`src/rtl/core/ctps_pkg.sv`:
```
// ----------------------------------------------------------------------------
// Closest-timestamp pose selector package
// Shared types, register indexes, result codes and timestamp helper functions.
// ----------------------------------------------------------------------------
package ctps_pkg;

  typedef logic signed [63:0] stamp_t;
  typedef stamp_t rank_t [6];

  localparam stamp_t DIST_MAX = {1'b0, {63{1'b1}}};

  localparam logic [3:0] KIND_FIRST_HAND  = 4'd2;
  localparam logic [3:0] KIND_SECOND_HAND = 4'd3;

  localparam int unsigned CFG_INDEX_W = 3;
  localparam int unsigned CFG_DATA_W  = 64;

  localparam logic [31:0] MAX_AGE_RESET = 32'd100000;

  typedef enum logic [CFG_INDEX_W-1:0] {
    REG_CAPTURE_EPOCH         = 3'd0,
    REG_CAPTURE_SPACE_EPOCH   = 3'd1,
    REG_CAPTURE_RECEIVER_TIME = 3'd2,
    REG_CAPTURE_OBSERVED_TIME = 3'd3,
    REG_CAPTURE_TARGET_TIME   = 3'd4,
    REG_REQUIRE_SENDER_TIMES  = 3'd5,
    REG_MAX_AGE               = 3'd6
  } cfg_reg_t;

  typedef enum logic [2:0] {
    OUT_REPLACED   = 3'd0,
    OUT_KEPT_OLDER = 3'd1,
    OUT_BAD_KIND   = 3'd2,
    OUT_EPOCH_MISS = 3'd3,
    OUT_TOO_OLD    = 3'd4
  } outcome_t;

  // Negative stamps count as the largest possible distance.
  function automatic stamp_t dist_us(stamp_t a, stamp_t b);
    stamp_t d;
    d = a - b;
    if (a[63] || b[63]) begin
      return DIST_MAX;
    end else if (d[63]) begin
      return -d;
    end else begin
      return d;
    end
  endfunction

  // Lexicographic signed compare, true when a is strictly smaller than b.
  function automatic logic rank_less(rank_t a, rank_t b);
    logic lt;
    lt = 1'b0;
    for (int i = 5; i >= 0; i--) begin
      lt = (a[i] < b[i]) || ((a[i] == b[i]) && lt);
    end
    return lt;
  endfunction

endpackage

```
`src/rtl/core/closest_timestamp_pose_selector.sv`:
```
// ----------------------------------------------------------------------------
// Closest-timestamp pose selector
// Keeps, for each of two hands, the pose sample that best matches the
// configured capture instant and reports one result per sample.
// A sample is registered in the input stage, then in the result register.
// Throughput: one sample per cycle unless out_stall; single compare stage.
// Reset: synchronous; clears both hand selections, the pipeline valids and
// the configuration registers (max_age returns to 100000).
// ----------------------------------------------------------------------------
module closest_timestamp_pose_selector
  import ctps_pkg::*;
(
  input  logic                    clk,
  input  logic                    rst,

  input  logic                    cfg_valid,
  output logic                    cfg_ready,
  input  logic [CFG_INDEX_W-1:0]  cfg_index,
  input  logic [CFG_DATA_W-1:0]   cfg_data,

  input  logic                    in_valid,
  output logic                    in_stall,
  input  logic [3:0]              sample_kind,
  input  logic [31:0]             sample_epoch,
  input  logic [31:0]             sample_space_epoch,
  input  logic signed [63:0]      sample_observed_time,
  input  logic signed [63:0]      sample_target_time,
  input  logic signed [63:0]      arrival_time,
  input  logic [15:0]             sample_tag,

  output logic                    out_valid,
  input  logic                    out_stall,
  output logic [2:0]              outcome,
  output logic                    hand_index,
  output logic                    hand_has_selection,
  output logic [15:0]             selected_tag
);

  logic [31:0] capture_epoch;
  logic [31:0] capture_space_epoch;
  stamp_t      capture_receiver_time;
  stamp_t      capture_observed_time;
  stamp_t      capture_target_time;
  logic        require_sender_times;
  logic [31:0] max_age;

  logic        hand_selected [2];
  stamp_t      kept_target_time [2];
  stamp_t      kept_observed_time [2];
  stamp_t      kept_arrival_time [2];
  logic [15:0] kept_tag [2];

  logic        s1_valid;
  logic [3:0]  s1_kind;
  logic [31:0] s1_epoch;
  logic [31:0] s1_space_epoch;
  stamp_t      s1_observed;
  stamp_t      s1_target;
  stamp_t      s1_arrival;
  logic [15:0] s1_tag;

  outcome_t    outcome_reg;
  outcome_t    outcome_next;
  logic        hand_index_next;
  logic        has_sel_next;
  logic [15:0] tag_next;

  logic        advance;
  logic        in_xfer;
  logic        s1_hand;
  logic        kind_ok;
  logic        replace;
  stamp_t      lim;
  stamp_t      age_new;
  stamp_t      dobs_new;
  stamp_t      dtgt_new;
  rank_t       rank_new;
  rank_t       rank_kept;

  assign cfg_ready = 1'b1;
  assign advance   = !out_valid || !out_stall;
  assign in_stall  = s1_valid && !advance;
  assign in_xfer   = in_valid && !in_stall;

  always_ff @(posedge clk) begin
    if (rst) begin
      capture_epoch         <= '0;
      capture_space_epoch   <= '0;
      capture_receiver_time <= '0;
      capture_observed_time <= '0;
      capture_target_time   <= '0;
      require_sender_times  <= 1'b0;
      max_age               <= MAX_AGE_RESET;
    end else if (cfg_valid && cfg_ready) begin
      case (cfg_index)
        REG_CAPTURE_EPOCH:         capture_epoch         <= cfg_data[31:0];
        REG_CAPTURE_SPACE_EPOCH:   capture_space_epoch   <= cfg_data[31:0];
        REG_CAPTURE_RECEIVER_TIME: capture_receiver_time <= cfg_data;
        REG_CAPTURE_OBSERVED_TIME: capture_observed_time <= cfg_data;
        REG_CAPTURE_TARGET_TIME:   capture_target_time   <= cfg_data;
        REG_REQUIRE_SENDER_TIMES:  require_sender_times  <= cfg_data[0];
        REG_MAX_AGE:               max_age               <= cfg_data[31:0];
        default: ;
      endcase
    end
  end

  always_ff @(posedge clk) begin
    if (rst) begin
      s1_valid <= 1'b0;
    end else begin
      s1_valid <= in_xfer || (s1_valid && !advance);
    end
  end

  always_ff @(posedge clk) begin
    if (in_xfer) begin
      s1_kind        <= sample_kind;
      s1_epoch       <= sample_epoch;
      s1_space_epoch <= sample_space_epoch;
      s1_observed    <= sample_observed_time;
      s1_target      <= sample_target_time;
      s1_arrival     <= arrival_time;
      s1_tag         <= sample_tag;
    end
  end

  assign kind_ok  = (s1_kind == KIND_FIRST_HAND) || (s1_kind == KIND_SECOND_HAND);
  assign s1_hand  = s1_kind[0];
  assign lim      = {32'b0, max_age};
  assign age_new  = dist_us(s1_arrival, capture_receiver_time);
  assign dobs_new = dist_us(s1_observed, capture_observed_time);
  assign dtgt_new = dist_us(s1_target, capture_target_time);

  always_comb begin
    if (require_sender_times) begin
      rank_new[0]  = dtgt_new;
      rank_new[1]  = s1_target;
      rank_new[2]  = dobs_new;
      rank_new[3]  = s1_observed;
      rank_new[4]  = age_new;
      rank_new[5]  = s1_arrival;
      rank_kept[0] = dist_us(kept_target_time[s1_hand], capture_target_time);
      rank_kept[1] = kept_target_time[s1_hand];
      rank_kept[2] = dist_us(kept_observed_time[s1_hand], capture_observed_time);
      rank_kept[3] = kept_observed_time[s1_hand];
      rank_kept[4] = dist_us(kept_arrival_time[s1_hand], capture_receiver_time);
      rank_kept[5] = kept_arrival_time[s1_hand];
    end else begin
      rank_new[0]  = age_new;
      rank_new[1]  = s1_arrival;
      rank_kept[0] = dist_us(kept_arrival_time[s1_hand], capture_receiver_time);
      rank_kept[1] = kept_arrival_time[s1_hand];
      for (int i = 2; i < 6; i++) begin
        rank_new[i]  = '0;
        rank_kept[i] = '0;
      end
    end
  end

  always_comb begin
    replace         = 1'b0;
    outcome_next    = OUT_KEPT_OLDER;
    hand_index_next = s1_hand;
    has_sel_next    = hand_selected[s1_hand];
    tag_next        = hand_selected[s1_hand] ? kept_tag[s1_hand] : 16'd0;
    if (!kind_ok) begin
      outcome_next    = OUT_BAD_KIND;
      hand_index_next = 1'b0;
      has_sel_next    = 1'b0;
      tag_next        = 16'd0;
    end else if ((s1_epoch != capture_epoch) || (s1_space_epoch != capture_space_epoch)) begin
      outcome_next = OUT_EPOCH_MISS;
    end else if ((age_new > lim) ||
                 (require_sender_times && ((dobs_new > lim) || (dtgt_new > lim)))) begin
      outcome_next = OUT_TOO_OLD;
    end else if (!hand_selected[s1_hand] || rank_less(rank_new, rank_kept)) begin
      replace      = 1'b1;
      outcome_next = OUT_REPLACED;
      has_sel_next = 1'b1;
      tag_next     = s1_tag;
    end
  end

  always_ff @(posedge clk) begin
    if (rst) begin
      hand_selected[0] <= 1'b0;
      hand_selected[1] <= 1'b0;
    end else if (s1_valid && advance && replace) begin
      hand_selected[s1_hand] <= 1'b1;
    end
  end

  always_ff @(posedge clk) begin
    if (s1_valid && advance && replace) begin
      kept_target_time[s1_hand]   <= s1_target;
      kept_observed_time[s1_hand] <= s1_observed;
      kept_arrival_time[s1_hand]  <= s1_arrival;
      kept_tag[s1_hand]           <= s1_tag;
    end
  end

  always_ff @(posedge clk) begin
    if (rst) begin
      out_valid <= 1'b0;
    end else if (advance) begin
      out_valid <= s1_valid;
    end
  end

  always_ff @(posedge clk) begin
    if (advance && s1_valid) begin
      outcome_reg        <= outcome_next;
      hand_index         <= hand_index_next;
      hand_has_selection <= has_sel_next;
      selected_tag       <= tag_next;
    end
  end

  assign outcome = outcome_reg;

  // A hand that holds a selection keeps it until reset.
  a_sel0_sticky: assert property (@(posedge clk) disable iff (rst)
    hand_selected[0] |=> hand_selected[0])
    else $error("hand 0 lost its selection");

  a_sel1_sticky: assert property (@(posedge clk) disable iff (rst)
    hand_selected[1] |=> hand_selected[1])
    else $error("hand 1 lost its selection");

  a_replaced_has_sel: assert property (@(posedge clk) disable iff (rst)
    (out_valid && (outcome_reg == OUT_REPLACED)) |-> hand_has_selection)
    else $error("replaced result without a selection");

  a_bad_kind_zero: assert property (@(posedge clk) disable iff (rst)
    (out_valid && (outcome_reg == OUT_BAD_KIND)) |->
      (!hand_has_selection && !hand_index && (selected_tag == 16'd0)))
    else $error("bad kind result carries nonzero fields");

  a_stage_moves: assert property (@(posedge clk) disable iff (rst)
    (s1_valid && !out_valid) |=> out_valid)
    else $error("input stage did not move into a free result register");

endmodule

```
`config.mk`:
```
export PLATFORM = sky130hd
export DESIGN_NAME = closest_timestamp_pose_selector
export DESIGN_NICKNAME = d
export VERILOG_FILES = /design/src/rtl/core/ctps_pkg.sv /design/src/rtl/core/closest_timestamp_pose_selector.sv
export SDC_FILE = /design/constraint.sdc
export NUM_CORES = 2
export LEC_CHECK = 0
export BUFFER_PORTS_ARGS = -buffer_cell sky130_fd_sc_hd__buf_2
export CORE_MARGIN = 2
export CORE_UTILIZATION = 50
export CTS_CLUSTER_DIAMETER = 30
export DETAILED_ROUTE_END_ITERATION = 16
export GPL_TIMING_DRIVEN = 0
export PLACE_DENSITY = 0.73
export SYNTH_ARGS = -nofsm -noshare
export SYNTH_HDL_FRONTEND = slang
export SYNTH_SLANG_ARGS = --single-unit
```
`constraint.sdc`:
```
create_clock -name clk -period 40.9 [get_ports clk]
set_clock_uncertainty 0.05 [all_clocks]
set_input_delay 6.135 -clock clk [delete_from_list [all_inputs] [get_ports clk]]
set_output_delay 6.135 -clock clk [all_outputs]
set_load 0.01 [all_outputs]
```
==> results.md <==
* Status: finished with violations
* Failing checks: max-capacitance violations, max-slew violations
* Placed cells at ~13000
* Slew @ Worst Pin at between 1.5 and 2 ns
* Average cell area after synthesis at 8.47 um2
* Min cycle time layout at ~19 ns
* Layout area overhead at 15.4%
* Footprint of the multi-input gates at between 0.05 and 0.06 mm2
* Startpoint Class: flop
* WL/cell at roughly 30 um
* TritonCTS Buffers at between 200 and 250
* Synth Flop Type: edfxtp_1
* CP most frequent cell: buf_4
* Final hold violations at 0
* TritonCTS clock tree: built
* Die Span Y at 426 um
* Pleak at 0.0395 uW
* Max Clock Freq at a little over 50 MHz
* Post-Syn Area at between 0.08 and 0.09 mm2
* HP Class: flop to flop
* Async S/R FF share, synth at 0%
* Sequential-to-total area share from yosys stat at between 30% and 40%
* Worst-skew pair later-pin latency at 0.91 ns
* Width of the die at roughly 430 um
* Max cap viols at 3
* WHS Path Cells at 2
* Gr ovfl total at 0
* CP Data Required Time at about 41 ns
* Crit Path Category: flop to flop
* Initial antenna violation count at 39
* CP Capture Point: kept_arrival_time[1][0]
* Num Clock Sinks at 1007
* Period utilization at 47.4%
* CP max FO at 10
* Sequential Area at ~0.027 mm2
* Number of global-route vias before repair at 86900
* Share of layout cells above drive strength 1 at approximately 11%
* Gp weighted congestion at approximately 1.1
* I/O pin count at between 300 and 400
* Flops & latches, synth at slightly above 1000
* H-tree levels at 4
* Max Transition Viols Final at 25
* Slowest stage cell on the critical path: nor4_1
* Clk slew on worst S/H paths at about 0.06 ns
* Hold buffers post-CTS at 0
* First-pass GRT wire length at 578000 um
* Mapped Nets at 11700
* DR pass1 iterations at 7
* Die area at ~0.18 mm2
* Largest stage delay on the critical path at 1.07 ns
* Post-CTS setup buffer count at 0
* Clk buf depth at 3
* Core area at around 0.18 mm2
* EDFF count, synth at ~710
* Gate Count Post-Synth at roughly 11000
* Root Driver: clkbuf_16
* Rel. slew slack at -10.1%
* CP Data Arrival Time at between 15 and 20 ns
* Hpwl dp at about 340000 um
* Antenna viol nets, final at 0
* Crit path capture type: flop
* Final core utilization at between 50% and 60%
* Peak supply drop at approximately 0.000045 V
* Resize count post-CTS at 0
* RSZ-0062 raised after global routing: false
* Setup slack, reg-to-reg at ~22 ns
* Final setup viols at 0
* Number of I/O port buffers at 367
* Pin count of the biggest net entering global routing at 38
* Layout net count at about 12000
* Initial DRC count at 10800
* FF-to-FF path depth at 50
* Hold slack at roughly 0.4 ns
* Yosys warns at 0
* Number of fillers in the final layout at roughly 15000
* Routed WL at around 410000 um
* Via density per instance at approximately 6.6
* Row count at roughly 150
* Biggest regs: kept_arrival_time (128), kept_observed_time (128), kept_target_time (128)
* Routed vias at roughly 91000
* Initial Util at 50.4%
* Pwr Density at 39.9 mW/mm2
* Residual DRC at 0
* Total global-route track usage at between 40% and 50%
* Non-filler cells, final at 13700
* Post-synthesis cell type count at between 100 and 150
* Reg2reg end: kept_arrival_time[1][0]
-- metal layers --
metal | vias up | GRT usage [%] | part of all wire [%]
met2 | 5366 | 68.7 | 44
li1 | 40400 | - | -
met5 | - | 0 | 0.032
met4 | 22 | 28.7 | 7.5
met1 | 43700 | 53.8 | 38
met3 | 1140 | 10.2 | 11
-- cell families after synthesis --
logic type                 count (synthesis)  share of synthesized area (%)
and+or+nand+nor                         3603                           19.8
AOI/OAI and AO/OA                       3068                           22.0
DFF                                     1007                           30.7
buffers and inverters                    892                           3.84
adders and majority gates                876                           12.4
xor gates and xnor gates                 657                           6.47
muxes                                    398                           4.86
other                                      1                        0.00421
-- cell usage after synthesis, drive strengths merged, types with 85 or more instances --
cell | count | area share (%)
and3 | 104 | 0.73
nand3 | 182 | 1.0
nor2b | 87 | 0.61
edfxtp | 713 | 24
xnor2 | 409 | 4.0
ha | 870 | 12
a21o | 388 | 3.3
o211ai | 85 | 0.72
clkbuf | 459 | 1.9
a31oi | 149 | 1.0
o21ai | 536 | 3.0
nor2 | 611 | 2.6
mux2i | 126 | 1.4
nor3 | 207 | 1.2
a21oi | 1065 | 6.0
xor2 | 248 | 2.4
and2 | 220 | 1.5
o21a | 120 | 1.0
nand2 | 1396 | 5.9
nor4 | 95 | 0.72
nand2b | 91 | 0.64
mux2 | 272 | 3.4
nand4 | 276 | 1.9
dfxtp | 294 | 6.6
inv | 375 | 1.6
-- worst min-delay path by stage --
| stage | startpoint | endpoint | slack (ns) |
|---|---|---|---|
| 3_3_place_gp | capture_observed_time[3] | capture_observed_time[3] | 0.39 |
| 5_1_grt | max_age[23] | max_age[23] | 0.42 |
| 4_1_cts | capture_target_time[20] | capture_target_time[20] | 0.40 |
| 2_1_floorplan | capture_observed_time[10] | capture_observed_time[10] | 0.39 |
| 3_5_place_dp | capture_target_time[50] | capture_target_time[50] | 0.40 |
| 6_report | capture_target_time[20] | capture_target_time[20] | 0.40 |
-- metrics by stage --
| step | area [um2] | total power, uW | setup WS [ns] | setup TNS, ns |
|---|---|---|---|---|
| after detailed placement | 94800 | 2190 | 22.25 | 0 |
| after global placement | 93700 | 2180 | -11.17 | -2619.01 |
| final | 103000 | 4090 | 21.52 | 0 |
| after global routing | 103000 | 4200 | 21.47 | 0 |
| after floorplan | 89000 | 1810 | 10.55 | 0 |
| after CTS | 103000 | 4040 | 22.13 | 0 |
-- layout by cell type, fill, tap and decap left out, types with 63 or more instances in the layout --
master / instances
inv_1: 375
o22ai_1: 69
and3_1: 104
clkbuf_1: 465
nand2_1: 1396
xor2_1: 248
a21oi_1: 1064
nor4_1: 84
nand4_1: 276
and2_1: 218
edfxtp_1: 713
clkbuf_16: 218
a31oi_1: 149
o21bai_1: 65
nor2b_1: 87
xnor2_1: 408
o21ai_0: 514
nand3_1: 180
ha_1: 870
or3_1: 78
a21o_1: 387
buf_2: 409
dfxtp_1: 294
mux2i_1: 126
nor3_1: 203
o31ai_1: 63
mux2_2: 272
o211ai_1: 84
a211oi_1: 70
nor2_1: 609
o21a_1: 120
nand2b_1: 91
-- area by class of cell --
cell class                 instances  area share [%]
buffer                           516            1.97
sequential                      1007            26.6
tap                             2340            2.85
clock inverter                   160            2.05
timing repair buffer             448            2.68
clock buffer                     251            5.57
antenna                           20          0.0488
multi-input combinational       8603            56.9
inverter                         376            1.37
-- critical path: cells and delay by family (launching register included) --
family	cells	cell delay, ns
DFF	1	0.71
and+or+nand+nor	15	7.54
muxes	1	0.48
adders and majority gates	2	0.88
xor gates and xnor gates	1	0.87
buffers and inverters	23	6.53
AOI/OAI and AO/OA	8	1.87
-- report_power, final --
| part | internal (uW) | leakage (uW) | switching [uW] |
|---|---|---|---|
| combinational | 352 | 0.0267 | 727 |
| clock | 1220 | 0.00375 | 636 |
| sequential | 1120 | 0.00900 | 31.3 |
No activity file was read; power rests on OpenSTA's default activity.
